## config.mk

```make
export PLATFORM = sky130hd
export DESIGN_NAME = fixed_field_posit_multiplier
export DESIGN_NICKNAME = d
export VERILOG_FILES = /design/src/rtl/ffpm_pkg.sv /design/src/rtl/ffpm_core.sv /design/src/rtl/fixed_field_posit_multiplier.sv
export SDC_FILE = /design/constraint.sdc
export NUM_CORES = 1
export LEC_CHECK = 0
export BUFFER_PORTS_ARGS = -buffer_cell sky130_fd_sc_hd__buf_2
export CORE_MARGIN = 2
export CORE_UTILIZATION = 60
export CTS_BUF_LIST = sky130_fd_sc_hd__clkbuf_16
export CTS_CLUSTER_DIAMETER = 100
export DETAILED_ROUTE_END_ITERATION = 16
export GPL_ROUTABILITY_DRIVEN = 0
export GPL_TIMING_DRIVEN = 0
export PLACE_DENSITY = 0.74
export SLEW_MARGIN = 20
export SYNTH_ARGS = -nofsm -noshare
export SYNTH_HDL_FRONTEND = slang
export SYNTH_HIERARCHICAL = 1
export SYNTH_SLANG_ARGS = --single-unit
```

## constraint.sdc

```tcl
create_clock -name i_clk -period 9.5 [get_ports i_clk]
set_input_delay 0.475 -clock i_clk [delete_from_list [all_inputs] [get_ports i_clk]]
set_output_delay 0.475 -clock i_clk [all_outputs]
set_load 0.05 [all_outputs]
```

## src/rtl/ffpm_pkg.sv

```systemverilog
// ----------------------------------------------------------------------------
// ffpm_pkg
// Types, field constants and regime helpers for the fixed-field posit multiplier
// ----------------------------------------------------------------------------
package ffpm_pkg;

    localparam int FRAC_BITS = 23;
    localparam int REG_BITS  = 6;
    localparam int EXP_BITS  = 2;
    localparam int CODE_BITS = 1 + REG_BITS + EXP_BITS + FRAC_BITS;
    localparam int SIG_BITS  = FRAC_BITS + 1;
    localparam int PROD_BITS = 2 * SIG_BITS;

    localparam int EXP_LSB = FRAC_BITS;
    localparam int REG_LSB = FRAC_BITS + EXP_BITS;
    localparam int SGN_BIT = CODE_BITS - 1;

    localparam logic signed [4:0] K_MAX = 5'sd5;
    localparam logic signed [4:0] K_MIN = -5'sd6;

    typedef struct packed {
        logic [CODE_BITS-1:0] a_code;
        logic [CODE_BITS-1:0] b_code;
    } t_in;

    typedef struct packed {
        logic [CODE_BITS-1:0] product_code;
        logic                 out_of_range;
    } t_out;

    // run length of the leading bit gives k: ones mean k = run - 1, zeros k = -run
    function automatic logic signed [3:0] decode_k(input logic [REG_BITS-1:0] reg_f);
        logic       lead;
        logic       stop;
        logic [2:0] run;
        logic signed [3:0] k;
        lead = reg_f[REG_BITS-1];
        stop = 1'b0;
        run  = 3'd0;
        for (int i = REG_BITS - 1; i >= 0; i--) begin
            if (!stop && (reg_f[i] == lead)) begin
                run = run + 3'd1;
            end else begin
                stop = 1'b1;
            end
        end
        if (lead) begin
            k = $signed({1'b0, run}) - 4'sd1;
        end else begin
            k = -$signed({1'b0, run});
        end
        return k;
    endfunction

    // k must lie in -6..5
    function automatic logic [REG_BITS-1:0] encode_k(input logic signed [4:0] k);
        logic [2:0]          amt;
        logic [REG_BITS-1:0] reg_f;
        logic signed [4:0]   neg_k;
        neg_k = -k;
        if (k >= 0) begin
            amt   = k[2:0] + 3'd1;
            reg_f = ~({REG_BITS{1'b1}} >> amt);
        end else begin
            amt   = neg_k[2:0];
            reg_f = {1'b1, {(REG_BITS-1){1'b0}}} >> amt;
        end
        return reg_f;
    endfunction

endpackage

```

## src/rtl/ffpm_core.sv

```systemverilog
// ----------------------------------------------------------------------------
// ffpm_core
// Single-pass product datapath: regime/exponent add, significand multiply,
// normalisation and saturation
// ----------------------------------------------------------------------------
module ffpm_core
    import ffpm_pkg::*;
(
    input  t_in  i_op,
    output t_out o_res
);

    logic                  sign;
    logic signed [4:0]     k_sum;
    logic signed [4:0]     k_fin;
    logic [2:0]            e_sum;
    logic [2:0]            e_norm;
    logic [EXP_BITS-1:0]   e_fin;
    logic [SIG_BITS-1:0]   sig_a;
    logic [SIG_BITS-1:0]   sig_b;
    logic [PROD_BITS-1:0]  prod;
    logic [FRAC_BITS-1:0]  frac;
    logic                  over;
    logic                  under;

    assign sign  = i_op.a_code[SGN_BIT] ^ i_op.b_code[SGN_BIT];
    assign k_sum = 5'(decode_k(i_op.a_code[REG_LSB +: REG_BITS]))
                 + 5'(decode_k(i_op.b_code[REG_LSB +: REG_BITS]));
    assign e_sum = {1'b0, i_op.a_code[EXP_LSB +: EXP_BITS]}
                 + {1'b0, i_op.b_code[EXP_LSB +: EXP_BITS]};
    assign sig_a = {1'b1, i_op.a_code[FRAC_BITS-1:0]};
    assign sig_b = {1'b1, i_op.b_code[FRAC_BITS-1:0]};
    assign prod  = sig_a * sig_b;

    // product of 2 or more shifts right once
    always_comb begin
        if (prod[PROD_BITS-1]) begin
            frac   = prod[PROD_BITS-2 -: FRAC_BITS];
            e_norm = e_sum + 3'd1;
        end else begin
            frac   = prod[PROD_BITS-3 -: FRAC_BITS];
            e_norm = e_sum;
        end
    end

    // exponent carry moves into the regime
    always_comb begin
        if (e_norm[2]) begin
            e_fin = e_norm[EXP_BITS-1:0];
            k_fin = k_sum + 5'sd1;
        end else begin
            e_fin = e_norm[EXP_BITS-1:0];
            k_fin = k_sum;
        end
    end

    assign over  = (k_fin > K_MAX);
    assign under = (k_fin < K_MIN);

    always_comb begin
        priority if (over) begin
            o_res.product_code = {sign, encode_k(K_MAX), {EXP_BITS{1'b1}},
                                  {FRAC_BITS{1'b1}}};
            o_res.out_of_range = 1'b1;
        end else if (under) begin
            o_res.product_code = {sign, encode_k(K_MIN), {EXP_BITS{1'b0}},
                                  {FRAC_BITS{1'b0}}};
            o_res.out_of_range = 1'b1;
        end else begin
            o_res.product_code = {sign, encode_k(k_fin), e_fin, frac};
            o_res.out_of_range = 1'b0;
        end
    end

endmodule

```

## src/rtl/fixed_field_posit_multiplier.sv

```systemverilog
// ----------------------------------------------------------------------------
// fixed_field_posit_multiplier
// Multiplies two fixed-field posit codes, when not stalled one product per cycle
// ----------------------------------------------------------------------------
// Input channel: i_in_valid / o_in_stall carry a request of two operand codes
// (i_in_data). Output channel: o_out_valid / i_out_stall carry the product code
// and an out_of_range flag (o_out_data). A request moves when valid is high
// and stall is low.
// Operands are captured in an input register, the 24x24 significand multiply
// plus normalisation runs in one combinational pass, and the result lands in
// the output register.
// Throughput is one request per cycle while the receiver does not stall; the
// single multiplier between the two registers sets that figure.
// When the receiver stalls, the output register holds and the input register
// keeps its request; o_in_stall rises only when both are full, so one new
// request is still taken while a finished result waits.
// Reset (synchronous, active low) empties both registers.
// ----------------------------------------------------------------------------
module fixed_field_posit_multiplier
    import ffpm_pkg::*;
(
    input  logic i_clk,
    input  logic i_rst_n,
    input  logic i_in_valid,
    output logic o_in_stall,
    input  t_in  i_in_data,
    output logic o_out_valid,
    input  logic i_out_stall,
    output t_out o_out_data
);

    logic r_in_valid;
    logic n_in_valid;
    t_in  r_in_data;
    logic r_out_valid;
    logic n_out_valid;
    t_out r_out_data;
    t_out core_res;
    logic out_load;
    logic in_load;

    ffpm_core u_core (
        .i_op  (r_in_data),
        .o_res (core_res)
    );

    assign out_load   = r_in_valid && (!r_out_valid || !i_out_stall);
    assign o_in_stall = r_in_valid && !out_load;
    assign in_load    = i_in_valid && !o_in_stall;

    assign n_in_valid  = in_load || (r_in_valid && !out_load);
    assign n_out_valid = out_load || (r_out_valid && i_out_stall);

    always_ff @(posedge i_clk) begin
        if (!i_rst_n) begin
            r_in_valid  <= 1'b0;
            r_out_valid <= 1'b0;
        end else begin
            r_in_valid  <= n_in_valid;
            r_out_valid <= n_out_valid;
        end
    end

    always_ff @(posedge i_clk) begin
        if (in_load) begin
            r_in_data <= i_in_data;
        end
        if (out_load) begin
            r_out_data <= core_res;
        end
    end

    assign o_out_valid = r_out_valid;
    assign o_out_data  = r_out_data;

endmodule
```

-- After elaboration in Yosys (flattened, before gate mapping)
Index checks and enable logic that the tools add are counted.
- reduce and logical (&&, ||, !) cells: 25
- bitwise logic cells: 2
- shifts and indexed selects: 2
- equal/unequal tests: 10
- multiplexer cells: 25
- $add $sub $neg: 18
- divide/modulo/power cells: 0
- multipliers: 1
- order comparisons: 3
- operator list (cell ; count):
    multiplier 24 x 24 -> 48 bit ; 1
    two-way mux 32 bit ; 1
    adder 3 x 1 -> 3 bit, second input constant ; 9
    two-way mux 3 bit ; 9
    two-way mux 23 bit ; 1
    logical AND 1 bit ; 12
    right shift 6 x 3 -> 6 bit, first input constant ; 2
    == test 1 bit ; 10
    zero test 1 bit ; 10
    two-way mux 1 bit ; 8
    two-way mux 4 bit ; 2
    negation 3 -> 4 bit ; 2
    subtractor 3 x 1 -> 4 bit, second input constant ; 2
    two-way mux 6 bit ; 1
    NOT 6 bit ; 1
    adder 4 x 4 -> 5 bit ; 1
    adder 5 x 2 -> 5 bit, second input constant ; 1
    greater-or-equal comparator 5 x 1 -> 1 bit, second input constant ; 1
    greater-than comparator 5 x 4 -> 1 bit, second input constant ; 1
    < comparator 5 x 4 -> 1 bit, second input constant ; 1
    two-way mux 5 bit ; 1
    two-way mux 2 bit ; 2
    adder 2 x 1 -> 3 bit, second input constant ; 1
    adder 2 x 2 -> 3 bit ; 1
    3 further kinds ; 5
- bits in latches: 0
- word-level logic and storage cells: 93
- bits in read-only memories: 0
- output and inout bits: 35
- RAM bits: 0
- bits in registers: 99
- input port bits: 68
- memories: 0

-- Depth between registers and ports, before layout
Gate-level depths: netlist (run 1).
- depth after elaboration: 22
- depth in mapped cells: 31
- depth with buffers taken out: 29

-- Hierarchy
Netlist (run 1), hierarchy kept.
- modules (own cells, without submodules) (module ; sequential area each (µm²) ; area an instance (µm²) ; instances ; cells an instance):
    ffpm_core ; 0.0 ; 19985.4 ; 1 ; 2318
    fixed_field_posit_multiplier ; 2952.8 ; 2996.6 ; 1 ; 105

-- Worst setup path before layout (run 1)
OpenSTA, ideal clock, no wires.
- path kind: reg-to-reg
- start: register r_in_data[45] (netlist name)
- end: register r_out_data (netlist bit o_out_data[28]) (data pin)
- library setup time: 0.266 ns
- clock period less this slack: 7.741 ns
- data required time: 9.234 ns
- data arrival time: 7.475 ns
- cell stages (with the launch flop): 29
- setup slack: 1.759 ns
- cells stage by stage: edfxtp_1 > clkbuf_1 > nand2_1 > fa_1 > inv_1 > fa_1 > inv_1 > fa_1 > inv_1 > fa_1 > inv_1 > fa_1 > inv_1 > fa_1 > inv_1 > fa_1 > inv_1 > ha_1 > a21o_1 > a31oi_1 > o21bai_1 > a22o_1 > o41a_2 > a31oi_2 > nor2_1 > mux2_2 > ha_1 > a21oi_1 > or3b_1
- word-level cells in the longest chain between the ends: 8
- ends and longest elaborated chain (element ; RTL line ; source):
    start, declared ; fixed_field_posit_multiplier.sv:34 ; t_in r_in_data;
    start signal, assigned ; fixed_field_posit_multiplier.sv:66 ; r_in_data <= i_in_data;
    multiplier 24 x 24 -> 48 bit (*) ; ffpm_core.sv:33 ; assign prod = sig_a * sig_b;
    two-way mux 3 bit (*) ; ffpm_core.sv:37 ; if (prod[PROD_BITS-1]) begin
    two-way mux 5 bit (*) ; ffpm_core.sv:48 ; if (e_norm[2]) begin
    adder 3 x 1 -> 3 bit ; ffpm_pkg.sv:62 ; amt = k[2:0] + 3'd1;
    right shift 6 x 3 -> 6 bit ; ffpm_pkg.sv:63 ; reg_f = ~({REG_BITS{1'b1}} >> amt);
    NOT 6 bit ; ffpm_pkg.sv:63 ;
    two-way mux 6 bit ; ffpm_pkg.sv:61 ; if (k >= 0) begin
    two-way mux 32 bit ; ffpm_core.sv:65 ; end else if (under) begin
    end signal, assigned ; fixed_field_posit_multiplier.sv:69 ; r_out_data <= core_res;
    end, declared ; fixed_field_posit_multiplier.sv:37 ; t_out r_out_data;
Every way passes the cells marked *; elsewhere a longest branch is shown, timed or not.
A chain may end at the register's enable or synchronous reset.

-- Final worst setup path (run 1)
- start: register r_in_data[22] (netlist name)
- end: register r_out_data (netlist bit o_out_data[28]) (data pin)
Same word-level chain as after synthesis.

==> results of run 1 <==
[cells by family after synthesis]
group / Yosys count / share of synthesized area (%)
buf+inv: 698 / 11.6
simple gates: 694 / 14.8
fa+ha+maj: 665 / 52.0
compound gates: 218 / 6.60
flops: 99 / 12.8
xor+xnor: 32 / 1.37
mux: 17 / 0.757
[metrics by stage]
stage	utilization, %	worst slack, ns
floorplan	-	1.76
global placement	64.1	0.0682
detailed placement	64.3	0.0991
CTS	65.0	0.0323
global route	65.2	-0.0143
finish	65.2	0.259
[per-layer routing]
metal  vias up  global-route usage (%)
met5         -                       0
met4         2                    24.7
met3       306                    11.5
met2      1131                    55.3
met1      8632                    44.9
li1       7569                       -
[layout by cell type (no fill, tap or decap), drive strengths merged, types with 3 or more instances in the layout]
master,synthesis,final
clkinv,2,4
fa,483,483
o31ai,25,25
nor2b,8,8
ha,182,182
buf,11,119
o21ai,37,37
o21bai,8,8
o211ai,8,8
a21oi,58,58
nand2b,8,8
o41ai,4,4
nand4,11,11
nor3,28,28
or2,4,4
a211oi,10,10
o211a,3,3
inv,582,584
a31oi,11,11
o21a,3,3
xor2,13,13
and2,217,217
o22ai,6,6
a211o,5,5
a21o,12,12
mux2,3,3
xnor2,19,19
clkbuf,103,111
and3,7,7
nor4,4,4
nand2,316,316
mux2i,14,14
diode,0,3
nor2,72,72
nand3,10,10
edfxtp,97,97
a22oi,3,3
[worst min-delay path by stage]
| stage | to | slack, ns | depth (start not counted) |
|---|---|---|---|
| finish | r_in_data[35]$_DFFE_PP_ | 0.25 | 1 |
| CTS | r_in_data[35]$_DFFE_PP_ | 0.22 | 1 |
| global route | r_in_data[35]$_DFFE_PP_ | 0.24 | 1 |
| global placement | o_out_valid$_SDFF_PN0_ | 0.49 | 2 |
| floorplan | o_out_valid$_SDFF_PN0_ | 0.48 | 2 |
| detailed placement | o_out_valid$_SDFF_PN0_ | 0.52 | 2 |
[cell usage after synthesis, types with 3 or more instances]
cell type    n  share of area (%)
a31oi_1     10               0.27
inv_1      581                9.5
a211oi_1     9               0.29
o211ai_1     8               0.26
and3_1       5               0.14
buf_2        4              0.087
o21bai_1     8               0.26
and2_1     217                5.9
nand4_1     10               0.27
o31ai_2      8               0.44
edfxtp_1    97                 13
mux2i_1     14               0.61
nor2_1      71                1.2
nand3_1     10               0.22
clkbuf_1   103                1.7
a211o_1      5               0.19
nor3_1      27               0.59
o21ai_0     31               0.68
o22ai_1      6               0.16
xor2_1      12               0.46
o211a_1      3               0.13
or2_2        4               0.11
nor2b_1      8               0.22
a22oi_1      3              0.098
o31ai_1     17               0.56
nand2_1    316                5.2
fa_1       483                 42
a21o_1      11               0.36
o21a_1       3              0.098
xnor2_1     17               0.65
o21ai_1      4              0.087
buf_6        6               0.29
a21oi_1     58                1.3
o41ai_1      4               0.15
ha_1       182                9.9
mux2_2       3               0.15
nand2b_1     8               0.22
[cell type report]
class | count | area [um^2]
diodes | 3 | 7.51
plain buffers | 114 | 509
flip-flops and latches | 99 | 2950
clock inverters | 6 | 57.6
clock buffers | 9 | 225
well taps | 511 | 639
inverters | 584 | 2190
fillers | 3058 | 13100
repair buffers | 107 | 593
multi-input cells | 1626 | 17400
[registers in the layout, indices dropped and copies added (netlist names)]
register / count
o_out_data: 33
r_in_data: 64
r_in_valid: 1
o_out_valid: 1
[worst max-delay path, stage by stage, from the launching register on]
cell and delay (ns):
edfxtp_1 0.51, clkbuf_1 0.76, nand2_1 0.16, fa_1 0.52, inv_1 0.08, fa_1 0.57
fa_1 0.45, fa_1 0.46, fa_1 0.53, inv_1 0.06, fa_1 0.46, fa_1 0.50
inv_1 0.05, ha_1 0.26, clkbuf_1 0.27, nand4_1 0.21, nor3_2 0.47, and3_1 0.22
a22o_1 0.39, o21ai_0 0.31, a31oi_2 0.44, nor2_1 0.17, mux2_2 0.33, ha_1 0.28
a21oi_1 0.07, or3b_1 0.40
[timing repair]
action | 4_1_cts | 5_1_grt
setup endpoints to repair | 0 | 32
setup buffers | 0 | 2
hold buffers | 0 | 0
gates resized for setup | 0 | 53
==> results.toml, run 1 <==
[status]
status = "completed"

[placed_design]
dp.cells = 3039
io_buffers = 102
place_hpwl_um = 54400
place_area_um2 = 24200

[drt]
via_count = 17600
met2_length_um = 29800
wl_met3_um = 8090
drtPass1Iterations = 7
viasPerCell = 5.77
highest_layer = "met5"
routedWlPerCell_um = 21.8
drc_errors = 0
wl_met1_um = 23700
drtAntennaViolNets = 0
wl_um = 66800
dr.first_iter.drc_count = 1530

[die]
core_area_um2 = 37700
die_w_um = 200
pin_count = 103
start_util_pct = 61.0
dieArea_um2 = 39900
floorplan.rows = 71
die_y_um = 200

[final_layout]
design_area_um2 = 24600
area_growth_pct = 6.91
layout.cells.non_filler = 3059
drive_above_1_share_pct = 7.66
fin_nets = 3274

[clocking]
ctsHtreeMaxLevel = 3
clk_pin_slew_ns = 0.08
cts_tree = "done"
root_buffer = "clkbuf_16"
clock_sink_count = 99
cts_buffers = 9
worstSkewPairLatency_ns = 0.40
clk_path_buf_depth = 2

[synth]
synth_fp_nets = 3156
synth_cell_types = 80
synth_edf_count = 97
ys_async_sr_fraction_pct = 0
syn-instance-count = 2423
syn_area_um2 = 23000
dominantRegCellSynth = "edfxtp_1"
ys_ff_latch = 99
avgSynthCellArea_um2 = 9.48
ys_warn_count = 6
ys_seq_area_share_pct = 12.8

[grt]
grt_pass1_vias = 19100
antenna_found_initial = 5
grt_pass1_wl_um = 106000
grt_max_degree = 28
track_usage_pct = 36.4
overflow = 0

[timing]
slew_viol_final = 0
max_slew_margin_pct = 29.6
fin_crit_ns = 9.24
worst_slew_pin_slew_ns = 1.05
fin_setup_tns_ns = 0
timing.final.hold_violations = 0
setup_viol = 0
whs_ns = 0.251
fmax_mhz = 108
fin_skew_ns = 0.0127
min_period_over_period_pct = 97.3

[setup_path]
regToRegSetupSlack_ns = 0.26
reg2reg_from = "r_in_data[22]$_DFFE_PP_"
path_class = "reg2reg"
startpoint = "r_in_data[22]$_DFFE_PP_"
r2r_end = "o_out_data[28]$_DFFE_PP_"
end_kind = "register"
r2r_cells = 25
endpoint = "o_out_data[28]$_DFFE_PP_"
required_ns = 9.63
cp_max_fo = 10
arrival_ns = 9.37
worst_setup_path_start_kind = "register"

[worst_hold_path]
hp-class = "in2reg"
min_from = "i_in_data[35]"

[job]
cap_violations = 0
Power of run 1 is left out: the tool's default activity adds up to more than one toggle a clock period on the data nets, which glitch-free logic cannot reach.
==> run 2, diff against run 1 <==
--- a/config.mk
+++ b/config.mk
@@ -12,7 +12,9 @@
 export CTS_CLUSTER_DIAMETER = 100
 export DETAILED_ROUTE_END_ITERATION = 16
 export GPL_ROUTABILITY_DRIVEN = 0
-export GPL_TIMING_DRIVEN = 0
+export GPL_TIMING_DRIVEN = 1
+export HOLD_SLACK_MARGIN = 0.05
+export MAX_ROUTING_LAYER = met4
 export PLACE_DENSITY = 0.74
 export SLEW_MARGIN = 20
 export SYNTH_ARGS = -nofsm -noshare
==> run 2 against run 1 <==
  * Non-clock buffer count is 72 lower
  * Sequential cell count unchanged
  * Critical path type unchanged
  * Worst hold slack worse by 0.022 ns
  * Cell count fell by 2.5%
  * Maximum frequency is 3.5% higher
  * Worst setup slack better by 0.32 ns
  * Die area unchanged
==> results.toml, run 2 (same netlist as run 1, synthesis figures left out) <==
[setup_path]
arrival_ns = 9.04
crit_buf_inv = 10
crit_path_frequent_cell = "fa_1"
cp_max_fo = 19
end_kind = "register"
r2r_cells = 29
r2r_end = "o_out_data[7]$_DFFE_PP_"
path_class = "reg2reg"
worst_setup_path_start_kind = "register"
reg2reg_from = "r_in_data[8]$_DFFE_PP_"
required_ns = 9.62
regToRegSetupSlack_ns = 0.58
startpoint = "r_in_data[8]$_DFFE_PP_"
crit_slowest_cell = "edfxtp_1"
worst-path-stages = 29
critical_path.top_delay_family = "adder cells"
max_stage_delay_ns = 0.95
endpoint = "o_out_data[7]$_DFFE_PP_"

[die]
floorplan.rows = 71
die_y_um = 200
dieArea_um2 = 39900
die_w_um = 200
core_area_um2 = 37700
start_util_pct = 61.0
pin_count = 103

[clocking]
ctsHtreeMaxLevel = 3
clock_sink_count = 99
cts_buffers = 9
cts_tree = "done"
clk_path_buf_depth = 2
clk_pin_slew_ns = 0.09
root_buffer = "clkbuf_16"
ctsHoldBuffers = 0
cts_setup_buffers = 0
post_cts_resized = 0
worstSkewPairLatency_ns = 0.41

[timing]
fin_setup_tns_ns = 0
slew_viol_final = 0
worst_slew_pin_slew_ns = 1.15
layout_setup_ws_ns = 0.576
rsz0062_at_grt = "no"
max_slew_margin_pct = 23.6
fmax_mhz = 112
setup_viol = 0
min_period_over_period_pct = 93.9
fin_crit_ns = 8.92
fin_skew_ns = 0.0231
timing.final.hold_violations = 0

[placed_design]
place_hpwl_um = 47300
dp_slack_ns = 0.671
place_area_um2 = 24000
io_buffers = 102

[drt]
routedWlPerCell_um = 19.8
viasPerCell = 5.63
highest_layer = "met4"
wl_met3_um = 5730
drtPass1Iterations = 5
drtAntennaViolNets = 0
met2_length_um = 27400
wl_um = 59200
drc_errors = 0
wl_met1_um = 24000
dr.first_iter.drc_count = 1207
via_count = 16800

[status]
status = "completed"

[final_layout]
final_cell_mix = "inv_1, fa_1, nand2_1, and2_1, ha_1"
area_growth_pct = 5.83
layout_commonest_cell = "inv_1"
regMostFlops = "r_in_data"
drive_above_1_share_pct = 8.17
insertedDiodeCount = 0
largest_reg_flops = 64
fin_nets = 3202
design_area_um2 = 24300

[grt]
grt_pass1_vias = 18000
track_usage_pct = 33.0
antenna_found_initial = 0
overflow = 0
grt_max_degree = 65
grt_pass1_wl_um = 95700

[worst_hold_path]
hp-class = "in2reg"

[job]
cap_violations = 0
-- run 2: changes by cell type in the layout (fill, tap and decap cells not counted), sizes merged --
cell	previous run	this run
clkbuf	111	9
buf	119	149
diode	3	0
inv	584	583
-- run 2: cell type report --
class	count	area, um^2
Clock buffer	9	225
Clock inverter	5	55.1
Fill cell	3047	13300
Inverter	584	2190
Multi-Input combinational cell	1626	17400
Sequential cell	99	2950
Tap cell	511	639
Timing Repair Buffer	149	883
-- run 2: metal layers --
metal / vias to the layer above / track usage [%]
met5: - / -
met4: 0 / 11.4
met3: 108 / 7.34
met2: 801 / 50.1
met1: 8469 / 44.2
li1: 7419 / -
-- run 2: worst min-delay path by stage --
stage / startpoint / to / slack [ns] / cells past startpoint
floorplan: r_in_valid$_SDFF_PN0_ / o_out_valid$_SDFF_PN0_ / 0.48 / 2
global placement: r_in_valid$_SDFF_PN0_ / o_out_valid$_SDFF_PN0_ / 0.50 / 2
detailed placement: r_in_valid$_SDFF_PN0_ / o_out_valid$_SDFF_PN0_ / 0.52 / 2
CTS: i_in_data[35] / r_in_data[35]$_DFFE_PP_ / 0.21 / 1
global route: i_in_data[2] / r_in_data[2]$_DFFE_PP_ / 0.23 / 1
finish: i_in_data[38] / r_in_data[38]$_DFFE_PP_ / 0.23 / 1
-- run 2: worst register-to-register path: cells and delay by family, from the launching register on --
kind | cells | cell delay (ns)
buffers and inverters | 10 | 1.20
AND/OR/NAND/NOR | 3 | 0.75
adder cells (fa/ha/maj) | 8 | 3.85
AO/OA/AOI/OAI | 8 | 1.92
flip-flops | 1 | 0.95
-- run 2: stage by stage --
| step | hold slack [ns] | instances | utilization [%] |
|---|---|---|---|
| global route | 0.229 | 2983 | 64.6 |
| floorplan | 0.475 | 2423 | - |
| detailed placement | 0.522 | 2968 | 63.8 |
| finish | 0.228 | 2983 | 64.6 |
| global placement | 0.500 | 2968 | 63.8 |
| CTS | 0.207 | 2982 | 64.5 |
Power of run 2 is left out for the same reason.
==> run 3, diff against run 2 <==
--- a/config.mk
+++ b/config.mk
@@ -7,7 +7,7 @@
 export LEC_CHECK = 0
 export BUFFER_PORTS_ARGS = -buffer_cell sky130_fd_sc_hd__buf_2
 export CORE_MARGIN = 2
-export CORE_UTILIZATION = 60
+export CORE_UTILIZATION = 35
 export CTS_BUF_LIST = sky130_fd_sc_hd__clkbuf_16
 export CTS_CLUSTER_DIAMETER = 100
 export DETAILED_ROUTE_END_ITERATION = 16
@@ -15,7 +15,7 @@
 export GPL_TIMING_DRIVEN = 1
 export HOLD_SLACK_MARGIN = 0.05
 export MAX_ROUTING_LAYER = met4
-export PLACE_DENSITY = 0.74
+export PLACE_DENSITY = 0.46
 export SLEW_MARGIN = 20
 export SYNTH_ARGS = -nofsm -noshare
 export SYNTH_HDL_FRONTEND = slang
==> run 3 against run 2 <==
  * Clock skew is 0.012 ns lower
  * Worst hold slack gained 0.016 ns
  * Largest cell class unchanged
  * Cell count up 12%
  * Clock-buffer cell count unchanged
  * Non-clock buffer count up 22
  * Highest routed layer unchanged
  * Routed wire length up 11%
  * Critical path type unchanged
  * Worst setup slack worse by 0.18 ns
  * Global-route usage is 12 points lower
  * Core utilization fell by 26 points
  * Register-to-register slack worse by 0.18 ns
  * Sequential share of layout area fell by 0.32 points
  * Critical path depth fell by 3
==> results.toml, run 3 (same netlist as run 1, synthesis figures left out) <==
[drt]
drc_errors = 0
routedWlPerCell_um = 19.7
drtAntennaViolNets = 0
highest_layer = "met4"
wl_met3_um = 3630
wl_met1_um = 31200
via_count = 16200
drtPass1Iterations = 5
wl_um = 65900
met2_length_um = 29800
dr.first_iter.drc_count = 899
viasPerCell = 4.84

[placed_design]
place_hpwl_um = 54500
io_buffers = 102
dp.cells = 3332
dp_slack_ns = 0.506

[setup_path]
regToRegSetupSlack_ns = 0.40
cp_max_fo = 20
r2r_cells = 26
r2r_end = "o_out_data[28]$_DFFE_PP_"
required_ns = 9.64
end_kind = "register"
reg2reg_from = "r_in_data[12]$_DFFE_PP_"
startpoint = "r_in_data[12]$_DFFE_PP_"
endpoint = "o_out_data[28]$_DFFE_PP_"
worst_setup_path_start_kind = "register"
path_class = "reg2reg"
arrival_ns = 9.24

[final_layout]
layout_commonest_cell = "inv_1"
fin_nets = 3224
final_cell_mix = "inv_1, fa_1, nand2_1, and2_1, ha_1"
drive_above_1_share_pct = 9.09
regMostFlops = "r_in_data"
largest_reg_flops = 64
insertedDiodeCount = 0
area_growth_pct = 8.69
layout.cells.non_filler = 3351

[clocking]
root_buffer = "clkbuf_16"
cts_buffers = 9
clk_path_buf_depth = 2
worstSkewPairLatency_ns = 0.40
post_cts_resized = 0
cts_setup_buffers = 0
clock_sink_count = 99
cts_tree = "done"
ctsHoldBuffers = 0
ctsHtreeMaxLevel = 3
clk_pin_slew_ns = 0.08

[timing]
timing.final.hold_violations = 0
min_period_over_period_pct = 95.8
fin_crit_ns = 9.10
fmax_mhz = 110
rsz0062_at_grt = "no"
whs_ns = 0.244
worst_slew_pin_slew_ns = 1.13
fin_skew_ns = 0.0110
slew_viol_final = 0
setup_viol = 0
layout_setup_ws_ns = 0.399
fin_setup_tns_ns = 0
max_slew_margin_pct = 24.6

[die]
die_w_um = 260
floorplan.rows = 93
pin_count = 103
die_y_um = 260
core_area_um2 = 64700
start_util_pct = 35.5
dieArea_um2 = 67700

[status]
status = "completed"

[grt]
grt_pass1_vias = 17900
overflow = 0
antenna_found_initial = 2
track_usage_pct = 21.3
grt_max_degree = 36
grt_pass1_wl_um = 106000

[job]
cap_violations = 0

[worst_hold_path]
hp-class = "in2reg"
run 3: cell types whose count changed in the layout (fill, tap and decap cells not counted):
cell / change
bufinv_16: -1
inv_6: +2
buf_12: +4
clkinv_4: +1
buf_8: +1
clkinv_1: -1
buf_4: +17
inv_8: +1
run 3: worst min path at each step:
stage | from | end | slack [ns] | cells past startpoint
2_1_floorplan | r_in_valid$_SDFF_PN0_ | o_out_valid$_SDFF_PN0_ | 0.48 | 2
5_1_grt | i_in_data[21] | r_in_data[21]$_DFFE_PP_ | 0.22 | 1
6_report | i_in_data[21] | r_in_data[21]$_DFFE_PP_ | 0.24 | 1
4_1_cts | i_in_data[21] | r_in_data[21]$_DFFE_PP_ | 0.21 | 1
3_5_place_dp | r_in_valid$_SDFF_PN0_ | o_out_valid$_SDFF_PN0_ | 0.51 | 2
3_3_place_gp | r_in_valid$_SDFF_PN0_ | o_out_valid$_SDFF_PN0_ | 0.50 | 2
run 3: area by class of cell:
cell class / count / area [um^2]
timing repair buffer: 171 / 1110
inverter: 584 / 2190
sequential: 99 / 2950
clock inverter: 7 / 58.8
clock buffer: 9 / 225
fill: 6585 / 39700
multi-input combinational: 1626 / 17400
tap: 855 / 1070
run 3: critical path: stages, from the launching register on:
cell      delay [ns]
edfxtp_1        1.02
inv_1           0.54
nor2_1          0.28
fa_1            0.42
inv_1           0.08
fa_1            0.40
inv_1           0.08
fa_1            0.44
fa_1            0.55
inv_1           0.05
fa_1            0.48
inv_1           0.05
fa_1            0.49
fa_1            0.46
ha_1            0.34
a21oi_1         0.13
o21ai_0         0.14
a31oi_1         0.20
o21bai_1        0.09
a22o_1          0.29
o21ai_0         0.54
a31oi_2         0.29
nor2_1          0.30
mux2_2          0.40
ha_1            0.28
a21oi_1         0.07
or3b_1          0.40
run 3: through the flow:
stage / util (%) / area (um^2)
4_1_cts: 38.5 / 24900
3_3_place_gp: 38.1 / 24600
6_report: 38.6 / 25000
5_1_grt: 38.6 / 25000
2_1_floorplan: - / 23000
3_5_place_dp: 38.1 / 24600
run 3: layer usage:
layer,global-route usage [%],up-vias
li1,-,7464
met2,32.2,374
met5,-,-
met3,3.91,50
met4,4.62,0
met1,29.7,8324
Power of run 3 is left out for the same reason.
